<file path="src/hw/rtl/fms_pkg.sv">
package fms_pkg;

  // flight phase
  typedef enum logic [3:0] {
    PH_DISCONNECTED = 4'd0,
    PH_READY        = 4'd1,
    PH_ARMING       = 4'd2,
    PH_DISARMING    = 4'd3,
    PH_TAKING_OFF   = 4'd4,
    PH_LEG1         = 4'd5,
    PH_LEG2         = 4'd6,
    PH_LEG3         = 4'd7,
    PH_LEG4         = 4'd8,
    PH_LANDING      = 4'd9,
    PH_COMPLETE     = 4'd10,
    PH_ABORTED      = 4'd11
  } phase_t;

  typedef enum logic [2:0] {
    OUT_ACCEPTED  = 3'd0,
    OUT_ABORT     = 3'd1,
    OUT_INVALID   = 3'd2,
    OUT_DUPLICATE = 3'd3,
    OUT_TERMINAL  = 3'd4
  } outcome_t;

  typedef enum logic [2:0] {
    CMD_NONE     = 3'd0,
    CMD_ARM      = 3'd1,
    CMD_DISARM   = 3'd2,
    CMD_TAKEOFF  = 3'd3,
    CMD_POSITION = 3'd4,
    CMD_LAND     = 3'd5
  } entry_cmd_t;

  typedef enum logic [1:0] {
    SCN_ARM_ONLY     = 2'd0,
    SCN_TAKEOFF_ONLY = 2'd1,
    SCN_SINGLE_LEG   = 2'd2,
    SCN_SQUARE       = 2'd3
  } scenario_t;

  // mission event codes
  localparam logic [4:0] EV_TELEM_CONNECTED    = 5'd1;
  localparam logic [4:0] EV_TELEM_DISCONNECTED = 5'd2;
  localparam logic [4:0] EV_VEHICLE_READY      = 5'd3;
  localparam logic [4:0] EV_ARM_REQ            = 5'd4;
  localparam logic [4:0] EV_ARM_ACC            = 5'd5;
  localparam logic [4:0] EV_ARM_REJ            = 5'd6;
  localparam logic [4:0] EV_ARMED              = 5'd7;
  localparam logic [4:0] EV_DISARM_REQ         = 5'd8;
  localparam logic [4:0] EV_DISARM_ACC         = 5'd9;
  localparam logic [4:0] EV_DISARM_REJ         = 5'd10;
  localparam logic [4:0] EV_DISARMED           = 5'd11;
  localparam logic [4:0] EV_TAKEOFF_REQ        = 5'd12;
  localparam logic [4:0] EV_TAKEOFF_ACC        = 5'd13;
  localparam logic [4:0] EV_TAKEOFF_REJ        = 5'd14;
  localparam logic [4:0] EV_TAKEOFF_ALT        = 5'd15;
  localparam logic [4:0] EV_POS_REQ            = 5'd16;
  localparam logic [4:0] EV_POS_ACC            = 5'd17;
  localparam logic [4:0] EV_POS_REJ            = 5'd18;
  localparam logic [4:0] EV_LEG_REACHED        = 5'd19;
  localparam logic [4:0] EV_LAND_REQ           = 5'd20;
  localparam logic [4:0] EV_LAND_ACC           = 5'd21;
  localparam logic [4:0] EV_LAND_REJ           = 5'd22;
  localparam logic [4:0] EV_LANDED             = 5'd23;
  localparam logic [4:0] EV_TIMEOUT            = 5'd24;
  localparam logic [4:0] EV_STALE_TELEM        = 5'd25;
  localparam logic [4:0] EV_INVALID_TELEM      = 5'd26;
  localparam logic [4:0] EV_COMMAND_FAILED     = 5'd27;
  localparam logic [4:0] EV_ABORT_REQ          = 5'd28;

  localparam int IN_DATA_W  = 104;
  localparam int OUT_DATA_W = 120;

  // sequencer state seen by the decoder
  typedef struct packed {
    phase_t     phase;
    logic [4:0] last_code;
    phase_t     last_code_phase;
    logic       last_valid;
  } seq_state_t;

  // decode result for one event
  typedef struct packed {
    phase_t     prior;
    phase_t     next;
    outcome_t   outcome;
    logic       acc;
    logic       term;
    entry_cmd_t cmd;
    logic [1:0] leg;
  } dec_t;

endpackage

</file>
<file path="src/hw/rtl/fms_decode.sv">
module fms_decode (
  input  fms_pkg::seq_state_t st,
  input  fms_pkg::scenario_t  scenario,
  input  logic [4:0]          ev,
  output fms_pkg::dec_t       dec
);
  import fms_pkg::*;

  logic       is_abort;
  logic       is_stay;
  logic       tbl_hit;
  phase_t     tbl_next;
  phase_t     nxt;
  logic [3:0] leg_off;
  outcome_t   outc;
  logic       acc;
  logic       term;
  entry_cmd_t cmd;
  logic [1:0] leg;

  always_comb begin
    case (ev)
      EV_TELEM_DISCONNECTED, EV_ARM_REJ, EV_DISARM_REJ, EV_TAKEOFF_REJ,
      EV_POS_REJ, EV_LAND_REJ, EV_TIMEOUT, EV_STALE_TELEM, EV_INVALID_TELEM,
      EV_COMMAND_FAILED, EV_ABORT_REQ: is_abort = 1'b1;
      default: is_abort = 1'b0;
    endcase
  end

  // events a phase takes without moving
  always_comb begin
    case (st.phase)
      PH_READY:      is_stay = (ev == EV_VEHICLE_READY);
      PH_ARMING:     is_stay = (ev == EV_ARM_ACC);
      PH_DISARMING:  is_stay = (ev == EV_DISARM_REQ) || (ev == EV_DISARM_ACC);
      PH_TAKING_OFF: is_stay = (ev == EV_TAKEOFF_REQ) || (ev == EV_TAKEOFF_ACC);
      PH_LEG1, PH_LEG2, PH_LEG3, PH_LEG4:
        is_stay = (ev == EV_POS_REQ) || (ev == EV_POS_ACC);
      PH_LANDING:
        is_stay = (ev == EV_LAND_REQ) || (ev == EV_LAND_ACC) ||
                  (ev == EV_DISARM_REQ) || (ev == EV_DISARM_ACC);
      default:       is_stay = 1'b0;
    endcase
  end

  // transition table
  always_comb begin
    tbl_hit  = 1'b0;
    tbl_next = st.phase;
    case (st.phase)
      PH_DISCONNECTED: begin
        tbl_hit  = (ev == EV_TELEM_CONNECTED);
        tbl_next = PH_READY;
      end
      PH_READY: begin
        tbl_hit  = (ev == EV_ARM_REQ);
        tbl_next = PH_ARMING;
      end
      PH_ARMING: begin
        tbl_hit  = (ev == EV_ARMED);
        tbl_next = (scenario == SCN_ARM_ONLY) ? PH_DISARMING : PH_TAKING_OFF;
      end
      PH_DISARMING: begin
        tbl_hit  = (ev == EV_DISARMED);
        tbl_next = PH_COMPLETE;
      end
      PH_TAKING_OFF: begin
        tbl_hit  = (ev == EV_TAKEOFF_ALT);
        tbl_next = (scenario == SCN_TAKEOFF_ONLY) ? PH_LANDING : PH_LEG1;
      end
      PH_LEG1: begin
        tbl_hit  = (ev == EV_LEG_REACHED);
        tbl_next = (scenario == SCN_SINGLE_LEG) ? PH_LANDING : PH_LEG2;
      end
      PH_LEG2: begin
        tbl_hit  = (ev == EV_LEG_REACHED);
        tbl_next = PH_LEG3;
      end
      PH_LEG3: begin
        tbl_hit  = (ev == EV_LEG_REACHED);
        tbl_next = PH_LEG4;
      end
      PH_LEG4: begin
        tbl_hit  = (ev == EV_LEG_REACHED);
        tbl_next = PH_LANDING;
      end
      PH_LANDING: begin
        tbl_hit  = (ev == EV_LANDED);
        tbl_next = PH_COMPLETE;
      end
      default: begin
        tbl_hit  = 1'b0;
        tbl_next = st.phase;
      end
    endcase
  end

  // priority: terminal, duplicate, abort, stay, table
  always_comb begin
    nxt  = st.phase;
    outc = OUT_INVALID;
    acc  = 1'b0;
    if ((st.phase == PH_COMPLETE) || (st.phase == PH_ABORTED)) begin
      outc = OUT_TERMINAL;
    end else if (st.last_valid && (st.last_code == ev) &&
                 (st.last_code_phase == st.phase)) begin
      outc = OUT_DUPLICATE;
    end else if (is_abort) begin
      nxt  = PH_ABORTED;
      outc = OUT_ABORT;
      acc  = 1'b1;
    end else if (is_stay) begin
      outc = OUT_ACCEPTED;
      acc  = 1'b1;
    end else if (tbl_hit) begin
      nxt  = tbl_next;
      outc = OUT_ACCEPTED;
      acc  = 1'b1;
    end
  end

  assign leg_off = nxt - PH_LEG1;

  // entry action of the new phase
  always_comb begin
    leg = 2'd0;
    case (nxt)
      PH_ARMING:     cmd = CMD_ARM;
      PH_DISARMING:  cmd = CMD_DISARM;
      PH_TAKING_OFF: cmd = CMD_TAKEOFF;
      PH_LEG1, PH_LEG2, PH_LEG3, PH_LEG4: begin
        cmd = CMD_POSITION;
        leg = leg_off[1:0];
      end
      PH_LANDING:    cmd = CMD_LAND;
      default:       cmd = CMD_NONE;
    endcase
  end

  assign term = (nxt == PH_COMPLETE) || (nxt == PH_ABORTED);

  assign dec = '{prior: st.phase, next: nxt, outcome: outc, acc: acc, term: term,
                 cmd: cmd, leg: leg};

endmodule

</file>
<file path="src/hw/rtl/flight_mission_sequencer.sv">
// channel   dir  handshake             payload
// in_       in   in_tvalid/in_tready   in_tdata: event, time, sequence
// out_      out  out_tvalid/out_tready out_tdata: phases, outcome, action, echoes
// cfg_      in   cfg_we (no wait)      cfg_wdata: scenario
//
// one request per cycle sustained unless out_tready stalls; path: input stage, output register
// the rate is set by the phase/last-event loop, which decodes and updates in the same cycle
// synchronous active-low reset: phase disconnected, no last event, scenario square
// a stalled output holds its result; the input stage still fills behind it
module flight_mission_sequencer (
  input  logic                             clk,
  input  logic                             rst_n,
  // event [4:0], time [68:5], sequence [100:69], zero [103:101]
  input  logic [fms_pkg::IN_DATA_W-1:0]    in_tdata,
  input  logic                             in_tvalid,
  output logic                             in_tready,
  // prior [3:0], new [7:4], event [12:8], outcome [15:13], accepted [16],
  // terminal [17], entry cmd [20:18], entry leg [22:21], time [86:23],
  // sequence [118:87], zero [119]
  output logic [fms_pkg::OUT_DATA_W-1:0]   out_tdata,
  output logic                             out_tvalid,
  input  logic                             out_tready,
  input  logic                             cfg_we,
  input  logic [1:0]                       cfg_wdata
);
  import fms_pkg::*;

  // input stage
  logic        s1_valid_r, s1_valid_nxt;
  logic [4:0]  s1_ev_r;
  logic [63:0] s1_time_r;
  logic [31:0] s1_seq_r;

  // output stage
  logic                  out_valid_r, out_valid_nxt;
  logic [OUT_DATA_W-1:0] out_data_r;

  // mission state
  seq_state_t st_r;
  scenario_t  scenario_r;
  dec_t       dec;

  logic in_acc;
  logic s1_go;

  // the input stage moves on when the output register is free or draining
  assign s1_go     = s1_valid_r && (!out_valid_r || out_tready);
  assign in_tready = !s1_valid_r || s1_go;
  assign in_acc    = in_tvalid && in_tready;

  always_comb begin
    s1_valid_nxt = s1_valid_r;
    if (in_acc) begin
      s1_valid_nxt = 1'b1;
    end else if (s1_go) begin
      s1_valid_nxt = 1'b0;
    end
  end

  always_comb begin
    out_valid_nxt = out_valid_r;
    if (s1_go) begin
      out_valid_nxt = 1'b1;
    end else if (out_tready) begin
      out_valid_nxt = 1'b0;
    end
  end

  fms_decode u_decode (
    .st       (st_r),
    .scenario (scenario_r),
    .ev       (s1_ev_r),
    .dec      (dec)
  );

  always_ff @(posedge clk) begin
    if (!rst_n) begin
      s1_valid_r  <= 1'b0;
      out_valid_r <= 1'b0;
    end else begin
      s1_valid_r  <= s1_valid_nxt;
      out_valid_r <= out_valid_nxt;
    end
  end

  // payload registers, no reset
  always_ff @(posedge clk) begin
    if (in_acc) begin
      s1_ev_r   <= in_tdata[4:0];
      s1_time_r <= in_tdata[68:5];
      s1_seq_r  <= in_tdata[100:69];
    end
    if (s1_go) begin
      out_data_r <= {1'b0, s1_seq_r, s1_time_r, dec.leg, dec.cmd, dec.term,
                     dec.acc, dec.outcome, s1_ev_r, dec.next, dec.prior};
    end
  end

  // state moves only on an accepted event
  always_ff @(posedge clk) begin
    if (!rst_n) begin
      st_r.phase           <= PH_DISCONNECTED;
      st_r.last_code       <= 5'd0;
      st_r.last_code_phase <= PH_DISCONNECTED;
      st_r.last_valid      <= 1'b0;
    end else if (s1_go && dec.acc) begin
      st_r.phase           <= dec.next;
      st_r.last_code       <= s1_ev_r;
      st_r.last_code_phase <= dec.prior;
      st_r.last_valid      <= 1'b1;
    end
  end

  // scenario register; the user is to write it only while idle, the block does not enforce this
  always_ff @(posedge clk) begin
    if (!rst_n) begin
      scenario_r <= SCN_SQUARE;
    end else if (cfg_we) begin
      scenario_r <= scenario_t'(cfg_wdata);
    end
  end

  assign out_tvalid = out_valid_r;
  assign out_tdata  = out_data_r;

endmodule

</file>
<file path="config.mk">
export PLATFORM = sky130hd
export DESIGN_NAME = flight_mission_sequencer
export DESIGN_NICKNAME = d
export VERILOG_FILES = /design/src/hw/rtl/fms_pkg.sv /design/src/hw/rtl/fms_decode.sv /design/src/hw/rtl/flight_mission_sequencer.sv
export SDC_FILE = /design/constraint.sdc
export NUM_CORES = 1
export LEC_CHECK = 0
export BUFFER_PORTS_ARGS = -buffer_cell sky130_fd_sc_hd__buf_2
export CORE_MARGIN = 3
export CORE_UTILIZATION = 56
export CTS_CLUSTER_DIAMETER = 100
export DETAILED_ROUTE_END_ITERATION = 7
export PLACE_DENSITY = 0.92
export SLEW_MARGIN = 20
export SYNTH_ARGS = -nofsm -noshare
export SYNTH_HDL_FRONTEND = slang
export SYNTH_SLANG_ARGS = --single-unit
</file>
<file path="constraint.sdc">
create_clock -name clk -period 9.83 [get_ports clk]
set_clock_uncertainty 0.2 [all_clocks]
set_input_delay 0.983 -clock clk [delete_from_list [all_inputs] [get_ports clk]]
set_output_delay 0.983 -clock clk [all_outputs]
set_load 0.02 [all_outputs]
</file>
==> results.cfg <==
[yosys]
synth_top_cell_area_share_pct = 78.7
synth_nets = 578
syn-mean-instance-area_um2 = 18.1
ys_ff_latch = 239
synthDistinctLibCells = 60
seq_area_frac_synth_pct = 83.2
synth.area.top_cells = edfxtp_1, dfxtp_1, nor2_1, o21ai_0, a21oi_1
synth_ff_type = edfxtp_1
synth_area_leader_cell = edfxtp_1
async_reset_ff_share_pct = 0
yosysWarnings = 0
synth_edf_count = 220
syn_area_mm2 = 0.00840
netlist_instances = 463

[sta]
worst_pin_slew_ns = 1.03
fin_ws_ns = 5.43
finalCritPeriodShare_pct = 44.7
rsz0062_at_grt = false
fmax_ghz = 0.227
finalSetupViolations = 0
setup_tns_ns = 0
report.final.slew_viol_count = 0
min_period_ns = 4.40
timing.slew.headroom_pct = 30.4
final_hold_viol_count = 0

[clock_network]
root_buffer = clkbuf_16
postCtsHoldBufs = 0
clkSlewWorstSetupHoldPaths_ns = 0.06
cts_made_buffers = 24
ctsResizeCount = 0
cts_max_level = 1
clock_latency_ns = 0.50
clock_path_buffers = 3
postCtsSetupBuffers = 0
tritoncts = built
clock-sinks = 239

[critical_path]
crit_buf_inv = 1
r2r_end = out_tdata[20]$_DFFE_PP_
path_depth = 11
cp_max_fo = 27
cp_slowest_stage_delay_ns = 0.95
crit_type = reg -> reg
slowest_stage = dfxtp_1
end_kind = flop
startpoint_type = flop
r2r_cells = 11
cp-startpoint = st_r[12]$_SDFFE_PN0P_
arrival_ns = 4.45
crit_required_ns = 9.88
crit_path_end = out_tdata[20]$_DFFE_PP_
cpLargestDelayFamily = simple AND/OR/NAND/NOR gates
rrSetupSlack_ns = 5.43
cpMostUsedCell = nor2_1
path_cells = xnor2_1 > nand4_1 > nor4_1 > nor2_1 > and4_1 > nor2_1 > inv_1 > ha_1 > or2_2 > mux2_2 > a2bb2oi_1
reg2reg_from = st_r[12]$_SDFFE_PN0P_

[placement]
place_congestion = 0.921
dp_slack_ns = 5.53
io_buffers = 228
hpwl_mm = 12.2

[power_and_ir_drop]
ir_drop_v = 0.000159
pwr-share-seq_pct = 53.5
p_sw_uw = 486
power.leakage_uw = 0.00403
p_per_area_mw_per_mm2 = 215
p_clk_share_pct = 39.1
sw_frac_of_total_pct = 21.7
power_frac_comb_pct = 7.4
p_int_uw = 1760

[drt]
vias_per_cell = 5.44
vias = 4904
drc_errors = 0
drtIter0Drc = 396
wl_per_cell_um = 19.9
postRouteWirelength_mm = 18.0
ant_nets = 0
first_pass_iters = 4

[die]
core.rowCount = 44
start_util_pct = 57.6
pin_count = 233
coreArea_mm2 = 0.0146
die-width_um = 128
die_area_mm2 = 0.0165
dieHeight_um = 128

[layout]
mostFrequentLayoutCells = buf_2, edfxtp_1, nor2_1, clkbuf_16, nand2_1
final_common_cell = buf_2
multi_input_area_mm2 = 0.00124
areaGrowthSynthToFinish_pct = 24.5
layout-drive-gt1-share_pct = 39.7
seqCellArea_mm2 = 0.00699
nNetsFinal = 815
n_fill_cell = 905

[global_routing]
grt_util_all_layers_pct = 20.5
gr-total-overflow = 0
grt_pass1_wl_mm = 26.2
grt_max_degree = 65
antenna_found_initial = 0
grt_pass1_vias = 4854

[worst_hold_path]
hold_class = reg -> reg

[run_status]
status = finished clean

[flow_run]
drv_cap = 0
==> layer usage <==
layer | vias to the layer above | GRT usage (%) | wire length (um)
li1 | 2245 | - | -
met1 | 2362 | 24.7 | 6580
met2 | 248 | 35.8 | 9160
met3 | 49 | 5.27 | 1630
met4 | 0 | 7.62 | 595
met5 | - | 0 | 0
==> logic make-up (layout without fill, tap and decap cells) <==
group                    count (synthesis)  in the layout  share of synthesized area [%]
buffers and inverters                   34            287                           2.06
XOR/XNOR                                14             14                           1.55
AND/OR/NAND/NOR                         99             99                           6.45
multiplexers                             6              6                          0.760
flip-flops                             239            239                           83.2
other                                    1              2                         0.0447
AO/OA/AOI/OAI                           66             66                           5.33
adder cells (fa/ha/maj)                  4              4                          0.596
==> how the worst min path moves through the flow <==
stage	start	to	slack [ns]	cells after the start
2_1_floorplan	s1_seq_r[13]$_DFFE_PP_	out_tdata[100]$_DFFE_PP_	0.20	0
3_3_place_gp	s1_time_r[10]$_DFFE_PP_	out_tdata[33]$_DFFE_PP_	0.20	0
3_5_place_dp	s1_seq_r[15]$_DFFE_PP_	out_tdata[102]$_DFFE_PP_	0.20	0
4_1_cts	s1_seq_r[19]$_DFFE_PP_	out_tdata[106]$_DFFE_PP_	0.21	0
5_1_grt	s1_time_r[60]$_DFFE_PP_	out_tdata[83]$_DFFE_PP_	0.22	0
6_report	s1_seq_r[19]$_DFFE_PP_	out_tdata[106]$_DFFE_PP_	0.21	0
==> final cells by class <==
cell class                 count  share of cell area [%]
sequential                   239                    66.8
clock buffer                  30                    6.26
timing repair buffer         231                    11.1
tap                          184                    2.20
clock inverter                12                    1.17
antenna                        1                  0.0239
multi-input combinational    190                    11.9
inverter                      14                   0.527
==> power groups by stage <==
stage / Combinational, uW / Sequential, uW / Clock, uW
after global placement: 159 / 1220 / 0
after floorplan: 77.5 / 1240 / 0
after detailed placement: 166 / 1220 / 0
after CTS: 167 / 1200 / 897
final: 166 / 1200 / 878
after global routing: 180 / 1200 / 936
==> stage by stage <==
stage	total power (uW)	hold WS (ns)	instance area, um^2	utilization, %	std cells
floorplan	1320	0.200	8400	-	463
global placement	1370	0.200	9680	66.3	858
detailed placement	1390	0.205	9680	66.3	858
CTS	2260	0.215	10500	71.6	900
global route	2320	0.220	10500	71.6	900
finish	2240	0.212	10500	71.7	901
==> registers in the layout, summed over array words and instances, names as in the netlist <==
name and count:
u_decode.is_abort 1, out_tdata 119, out_tvalid 1, s1_seq_r 32, s1_valid_r 1, scenario_r 2, s1_time_r 64, st_r 14
s1_ev_r 5
==> cell usage after synthesis, drive strengths merged (3+ instances only) <==
library cell,instances
edfxtp,220
nor2,25
nand2,21
dfxtp,19
o21ai,19
a21oi,17
inv,14
buf,12
nand3,11
xnor2,9
clkbuf,8
nor2b,6
o22ai,6
xor2,5
ha,4
nand4,4
or2,4
a31oi,3
and3b,3
mux2,3
mux2i,3
nor3,3
nor3b,3
o211ai,3
Note: power is estimated with default switching activity, not from simulation.
